## src/hw/rtl/grdc_pkg.sv

```systemverilog
package grdc_pkg;

	localparam int FRAC_BITS = 16;
	localparam int MAP_BITS = 6;
	localparam int ADDR_BITS = 2 * MAP_BITS;
	localparam int MAP_DEPTH = 1 << ADDR_BITS;
	localparam int CELL_BITS = 5;
	localparam int DIV_BITS = 33;
	localparam int DIV_CNT_BITS = 6;
	localparam int STEP_CNT_BITS = 8;
	localparam logic [STEP_CNT_BITS-1:0] MAX_STEPS = 8'd130;
	localparam logic [11:0] SCREEN_WIDTH_RESET = 12'd640;

	localparam logic FUNC_WRITE = 1'b0;
	localparam logic FUNC_CAST = 1'b1;

	localparam logic [1:0] TILE_WALL = 2'd1;
	localparam logic [1:0] TILE_DOOR = 2'd2;
	localparam logic [2:0] DOOR_OPEN_FRAME = 3'd3;

	localparam logic [31:0] SAT32 = 32'hFFFF_FFFF;

	typedef enum logic [3:0] {
		ST_IDLE,
		ST_CAM,
		ST_MULX,
		ST_MULY,
		ST_RDY,
		ST_DIVX,
		ST_DIVY,
		ST_MSX,
		ST_MSY,
		ST_SETY,
		ST_STEP,
		ST_CHECK,
		ST_DONE
	} state_t;

	typedef struct packed {
		logic [1:0] tile;
		logic [2:0] frame;
	} cell_t;

endpackage

```

## src/hw/rtl/grdc_div.sv

```systemverilog
module grdc_div (
	input  logic                           clk,
	input  logic                           arst_n,
	input  logic                           start,
	input  logic [grdc_pkg::DIV_BITS-1:0]  num,
	input  logic [31:0]                    den,
	output logic                           done,
	output logic [grdc_pkg::DIV_BITS-1:0]  quot
);
	import grdc_pkg::*;

	logic [DIV_BITS-1:0] num_q;
	logic [31:0] den_q;
	logic [31:0] rem_q;
	logic [DIV_CNT_BITS-1:0] cnt_q;
	logic busy_q;
	logic done_q;
	logic [32:0] trial;
	logic [32:0] diff;
	logic qbit;

	assign trial = {rem_q, num_q[DIV_BITS-1]};
	assign diff = trial - {1'b0, den_q};
	assign qbit = (trial >= {1'b0, den_q});

	always_ff @(posedge clk or negedge arst_n) begin
		if (!arst_n) begin
			busy_q <= 1'b0;
			done_q <= 1'b0;
			cnt_q <= '0;
		end else begin
			done_q <= 1'b0;
			if (start) begin
				busy_q <= 1'b1;
				cnt_q <= DIV_CNT_BITS'(DIV_BITS);
			end else if (busy_q) begin
				cnt_q <= cnt_q - 1'b1;
				if (cnt_q == DIV_CNT_BITS'(1)) begin
					busy_q <= 1'b0;
					done_q <= 1'b1;
				end
			end
		end
	end

	// The quotient bits shift into the numerator register as it drains.
	always_ff @(posedge clk) begin
		if (start) begin
			num_q <= num;
			den_q <= den;
			rem_q <= '0;
		end else if (busy_q) begin
			rem_q <= qbit ? diff[31:0] : trial[31:0];
			num_q <= {num_q[DIV_BITS-2:0], qbit};
		end
	end

	assign done = done_q;
	assign quot = num_q;

endmodule

```

## config.mk

```make
export PLATFORM = sky130hd
export DESIGN_NAME = grdc_div
export DESIGN_NICKNAME = d
export VERILOG_FILES = /design/src/hw/rtl/grdc_pkg.sv /design/src/hw/rtl/grdc_div.sv
export SDC_FILE = /design/constraint.sdc
export NUM_CORES = 1
export LEC_CHECK = 0
export ABC_AREA = 1
export BUFFER_PORTS_ARGS = -buffer_cell sky130_fd_sc_hd__buf_2
export CORE_UTILIZATION = 52
export DETAILED_ROUTE_END_ITERATION = 8
export GPL_TIMING_DRIVEN = 0
export PLACE_DENSITY = 0.73
export SLEW_MARGIN = 10
export SYNTH_ARGS = -nofsm -noshare
export SYNTH_HDL_FRONTEND = slang
export SYNTH_SLANG_ARGS = --single-unit
```

## constraint.sdc

```tcl
create_clock -name clk -period 2.14 [get_ports clk]
set_input_delay 0.214 -clock clk [delete_from_list [all_inputs] [get_ports clk]]
set_output_delay 0.214 -clock clk [all_outputs]
set_load 0.01 [all_outputs]
```

==> impl_metrics.toml, run 1 <==
[critical_path]
worstSetupStartpoint = "den_q[22]$_DFFE_PP_"
rr_worst_depth = 15
crit_chain = "inv_2 > ha_4 > nand2_2 > nor2_4 > nand2_2 > nor2_4 > nand2_2 > nand3_2 > nor2_4 > buf_12 > nand2_8 > clkbuf_16 > nand2_2 > nand3_1 > o21ai_1"
r2r_slack_ps = 20
critPathTopFamily = "simple AND/OR/NAND/NOR gates"
crit_type = "register to register"
reg2reg_to = "rem_q[15]$_SDFFE_PP0P_"
crit_fanout = 7
startpoint_type = "register"
worst-path-buf-inv = 3
cpPeakStageDelay_ps = 360
critPathRequiredTime_ps = 2380
crit_path_end_kind = "register"
crit_path_frequent_cell = "nand2_2"
critPathSlowestCell = "edfxtp_1"
r2r_start = "den_q[22]$_DFFE_PP_"
crit_arrival_ps = 2360

[timing]
finalHoldViolCount = 0
finalSetupTns_ps = 0
final.period_utilization_pct = 98.97
min_period_ps = 2118
layout_setup_ws_ps = 22.13
worstMarginPinSlew_ps = 726.6
setup-violations-final = 0
fmax_mhz = 472.2
slew_headroom_pct = 51.56
timing.hold.ws_ps = 15.98
skew_ps = 9.073
final_max_slew_viol_count = 0
rsz0062_at_grt = "yes"

[die]
die_h_um = 116.6
die_x_um = 116.6
initial_core_util_pct = 53.66
dieArea_mm2 = 0.01359
core_mm2 = 0.01272
rows = 41
ios = 102

[status]
outcome = "complete, no violations"

[routing]
drt-pass1-iter-count = 5
via_per_inst = 5.167
wl_um = 19480
ant_nets = 0
drc_errors = 0
wl_per_cell_um = 15.14
vias = 6650
drt-initial-drc-count = 480

[synth]
ys_ff_latch = 105
synth_xor_area_share_pct = 1.796
synth_ff_type = "edfxtp_1"
syn_area_mm2 = 0.006827
synth_mux_area_share_pct = 0
synth_edf_count = 65
synth_cell_type_count = 36
yosys.area_share.simple_pct = 35.14
syn_inst = 971
avgSynthCellArea_um2 = 7.030
ys_warn_count = 0
syn_nets = 1074
synth_compound_area_share_pct = 4.142
ys_seq_area_share_pct = 40.91
synthArstFlopShare_pct = 7.619
synth_top_family_by_area = "simple AND/OR/NAND/NOR gates"
synth_fa_ha_area_share_pct = 6.525

[finish]
diodes = 0
final_nets = 1213
layout_common_cells = "nand2_1, inv_1, buf_2"
syn_to_final_growth_pct = 31.76
layout_commonest_cell = "nand2_1"
drive_gt1_share_pct = 28.88
fill_cells = 1079

[run]
cap_violations = 0

[worst_hold_path]
min_path_type = "primary input to register"
worst_hold_path.num_cells = 1
whs_endpoint = "den_q[27]$_DFFE_PP_"
hp-start = "den[27]"

[global_route]
grt_max_degree = 43
grt_pass1_wl_um = 29030
overflow = 0
antenna_found_initial = 1
grt_pass1_vias = 6013
grtUsageTotal_pct = 28.24

[cts]
clock_latency_ps = 370
clk_pin_slew_ps = 80
cts_buffers = 9
clock-sinks = 105
cts_max_path_buffers = 2
root_buffer = "clkbuf_16"
cts_tree = "yes"
htreeDepth = 3

[pwr]
ir_drop_mv = 0.7452
p_leak_nw = 4.543
power_density_mw_per_mm2 = 1124

[place]
pre_cts_slack_ps = -755.1
place_congestion = 0.9865
numPortBuffers = 101
hpwl_um = 13390
## repair_timing
item | in CTS | in global routing
buffers inserted | 5 | 18
pin swaps | 5 | 56
cloned | 0 | 3
hold buffers | 1 | 0
endpoints found under the setup margin | 67 | 33
hold endpoints to repair | 8 | 0
gates resized for setup | 52 | 150
## sequential cells by signal (all words and copies together) (netlist names)
signal	cells
cnt_q	6
quot	33
done	1
den_q	32
busy_q	1
rem_q	32
## synthesized netlist by cell type (9+ instances only)
cell | number | share of area, %
o21ai_1 | 17 | 1.2
clkbuf_1 | 11 | 0.60
inv_1 | 170 | 9.3
o21ai_0 | 9 | 0.66
ha_1 | 34 | 6.2
nand2_1 | 386 | 21
dfxtp_1 | 32 | 9.4
a21oi_1 | 22 | 1.6
nand3b_1 | 17 | 1.9
nand3_1 | 84 | 6.2
edfxtp_1 | 65 | 29
nor2_1 | 44 | 2.4
xnor2_1 | 12 | 1.5
## stage by stage
stage,total power [mW],utilization (%),cells,cell area [um2]
final,10.11,70.70,1287,8995
after global routing,10.73,70.70,1287,8995
after CTS,8.808,64.02,1266,8145
after detailed placement,6.686,59.33,1244,7548
after global placement,6.638,59.33,1244,7548
after floorplan,5.680,-,971,6828
## layer usage
| layer | part of all wire, % | vias up | wire, um | GRT usage [%] |
|---|---|---|---|---|
| li1 | - | 3302 | - | - |
| met1 | 43 | 3043 | 8466 | 36.18 |
| met2 | 47 | 263 | 9129 | 47.38 |
| met3 | 7.1 | 40 | 1380 | 6.435 |
| met4 | 2.5 | 2 | 486 | 8.861 |
| met5 | 0.087 | - | 17 | 0 |
## final cells by class
cell class | count | area [um2] | area share, %
clock inverters | 6 | 72.57 | 0.8068
flip-flops and latches | 105 | 2794 | 31.06
repair buffers | 128 | 778.2 | 8.652
plain buffers | 23 | 171.4 | 1.906
well taps | 172 | 215.2 | 2.393
multi-input cells | 667 | 4071 | 45.26
inverters | 176 | 663.1 | 7.372
clock buffers | 10 | 229.0 | 2.546
## report_power, final
| part | leakage [nW] | total, mW | internal [mW] | switching (mW) |
|---|---|---|---|---|
| clock | 0.149 | 1.75 | 0.926 | 0.823 |
| sequential | 1.04 | 2.88 | 2.56 | 0.322 |
| combinational | 3.36 | 5.48 | 2.34 | 3.14 |
## how the worst max path moves through the flow
stage	end	slack, ps	cells after the start
after global placement	quot[6]$_DFFE_PP_	-710	5
final	rem_q[15]$_SDFFE_PP0P_	20	15
after detailed placement	quot[6]$_DFFE_PP_	-760	5
after global routing	rem_q[26]$_SDFFE_PP0P_	-90	16
after floorplan	rem_q[16]$_SDFFE_PP0P_	180	15
after CTS	rem_q[17]$_SDFFE_PP0P_	0.5	15
## cell families (layout without fill, tap and decap cells)
logic type | count (synthesis) | count (layout)
AND/OR/NAND/NOR | 564 | 564
buffers and inverters | 199 | 343
flip-flops | 105 | 105
AO/OA/AOI/OAI | 54 | 54
adder cells (fa/ha/maj) | 35 | 35
XOR/XNOR | 14 | 14
No activity file was read; power rests on OpenSTA's default activity.
==> run 2, diff against run 1 <==
Settings changed: PLACE_DENSITY 0.73 to 0.77, SETUP_SLACK_MARGIN from default to 0.3.
==> impl_metrics.toml, run 2 (synthesis gave the netlist of run 1 again) <==
[status]
outcome = "finished, violations left"
violations = "setup timing"

[pwr]
ir_drop_mv = 0.6453
pwr-share-seq_pct = 25.9
total_power_mw = 11.12
clkPwrFrac_pct = 16.3
switching_power_mw = 4.811
internal_power_mw = 6.307
p_leak_nw = 4.871
swShare_pct = 43.27
comb_power_share_pct = 57.8
power_density_mw_per_mm2 = 1169

[timing]
final_max_slew_viol_count = 0
rsz0062_at_grt = "yes"
min_period_ps = 2219
fmax_mhz = 450.6
skew_ps = 13.57
finalHoldViolCount = 0
layout_setup_ws_ps = -79.48
setup-violations-final = 21
finalSetupTns_ps = -722.6
final.period_utilization_pct = 103.7
slew_headroom_pct = 45.84
worstMarginPinSlew_ps = 812.4
timing.hold.ws_ps = 13.03

[routing]
ant_nets = 0
drt-pass1-iter-count = 5
via_per_inst = 5.424
wl_per_cell_um = 16.33
drt-initial-drc-count = 530
vias = 7127
drc_errors = 0
wl_um = 21460

[global_route]
antenna_found_initial = 0
grt_pass1_wl_um = 32600
grtUsageTotal_pct = 31.67
grt_pass1_vias = 6868
overflow = 0
grt_max_degree = 43

[die]
die_x_um = 116.6
ios = 102
rows = 41
die_h_um = 116.6
core_mm2 = 0.01272
initial_core_util_pct = 53.66
dieArea_mm2 = 0.01359

[place]
numPortBuffers = 101
hpwl_um = 13570
dpl_cell_area_mm2 = 0.007641
dp_cells = 1244
place_congestion = 0.9290
pre_cts_slack_ps = -774.4

[critical_path]
crit_fanout = 6
worstSetupStartpoint = "den_q[18]$_DFFE_PP_"
startpoint_type = "register"
critPathRequiredTime_ps = 2440
crit_type = "register to register"
crit_path_end_kind = "register"
crit_arrival_ps = 2520
r2r_start = "den_q[18]$_DFFE_PP_"

[finish]
utilization_pct = 74.76
regArea_mm2 = 0.002794
finalInstanceArea_mm2 = 0.009512
fill_cells = 925
layout_commonest_cell = "nand2_1"
drive_gt1_share_pct = 34.33
syn_to_final_growth_pct = 39.33
stdcell_count = 1314
final_nets = 1240
largest_register_ffs = 33
multi_input_area_mm2 = 0.004293
layout_common_cells = "nand2_1, inv_1, buf_2"
diodes = 0

[cts]
clock-sinks = 105
cts_buffers = 9
clock_latency_ps = 370
cts_tree = "yes"
cts_max_path_buffers = 2
clk_pin_slew_ps = 80
htreeDepth = 3
root_buffer = "clkbuf_16"

[worst_hold_path]
min_path_type = "primary input to register"
hp-start = "den[2]"

[run]
cap_violations = 0
-- run 2: cell count changes in the layout (fill, tap and decap cells not counted), moves of 4 or more --
| cell | previous run | this run |
|---|---|---|
| nand2_4 | 15 | 32 |
| nand2_2 | 45 | 49 |
| nand3_2 | 17 | 30 |
| nand2_1 | 330 | 309 |
| nand3_1 | 67 | 53 |
| buf_4 | 23 | 43 |
-- run 2: layout make-up --
class	count	area share, %
Buffer	23	1.881
Clock buffer	10	2.512
Clock inverter	6	0.8813
Inverter	176	6.972
Multi-Input combinational cell	667	45.13
Sequential cell	105	29.37
Tap cell	172	2.263
Timing Repair Buffer	155	10.98
-- run 2: routing by layer --
metal	global-route usage, %	vias up	part of all wire, %
met5	0	-	0
met4	15.95	0	4.6
met1	37.97	3271	40
met3	7.473	78	8.4
li1	-	3363	-
met2	53.29	415	47
-- run 2: repair_timing --
action                                  in CTS  in global routing
gates cloned                                 3                  0
hold buffers                                 1                  0
setup buffers                               41                  9
resized for setup                          149                 94
endpoints found under the setup margin      77                 76
hold endpoints to repair                     8                  0
pin swaps                                   38                 54
-- run 2: power groups by stage --
stage	Combinational (mW)	Sequential [mW]	Clock, mW
after CTS	5.63	2.86	1.81
after global routing	6.88	2.92	1.89
final	6.43	2.88	1.81
after global placement	3.95	2.81	0
after detailed placement	4.01	2.82	0
after floorplan	2.98	2.81	0
-- run 2: critical path, stage by stage, from the launching register on --
cell and delay [ps]:
edfxtp_1 400, inv_2 90, ha_4 230, nand2_2 70, nand2_2 70, nand2_1 70
nand2_1 90, nand2_2 90, nand2_2 60, nand2_2 60, nand3_2 70, nor2_4 130
buf_12 140, nand2_8 80, buf_6 130, buf_8 120, nand2_1 80, nand3_1 80
o21ai_1 90
-- run 2: worst paths after layout --
kind | end | slack, ps | depth (start not counted)
worst max-delay path | rem_q[9]$_SDFFE_PP0P_ | -80 | 18
worst min-delay path | den_q[2]$_DFFE_PP_ | 10 | 1
worst max register to register | rem_q[9]$_SDFFE_PP0P_ | -80 | 18
worst min register to register | cnt_q[4]$_DFFE_PN0P_ | 490 | 1
max in group asynchronous | cnt_q[2]$_DFFE_PN0P_ | 1770 | 2
min in group asynchronous | cnt_q[1]$_DFFE_PN0P_ | 200 | 2
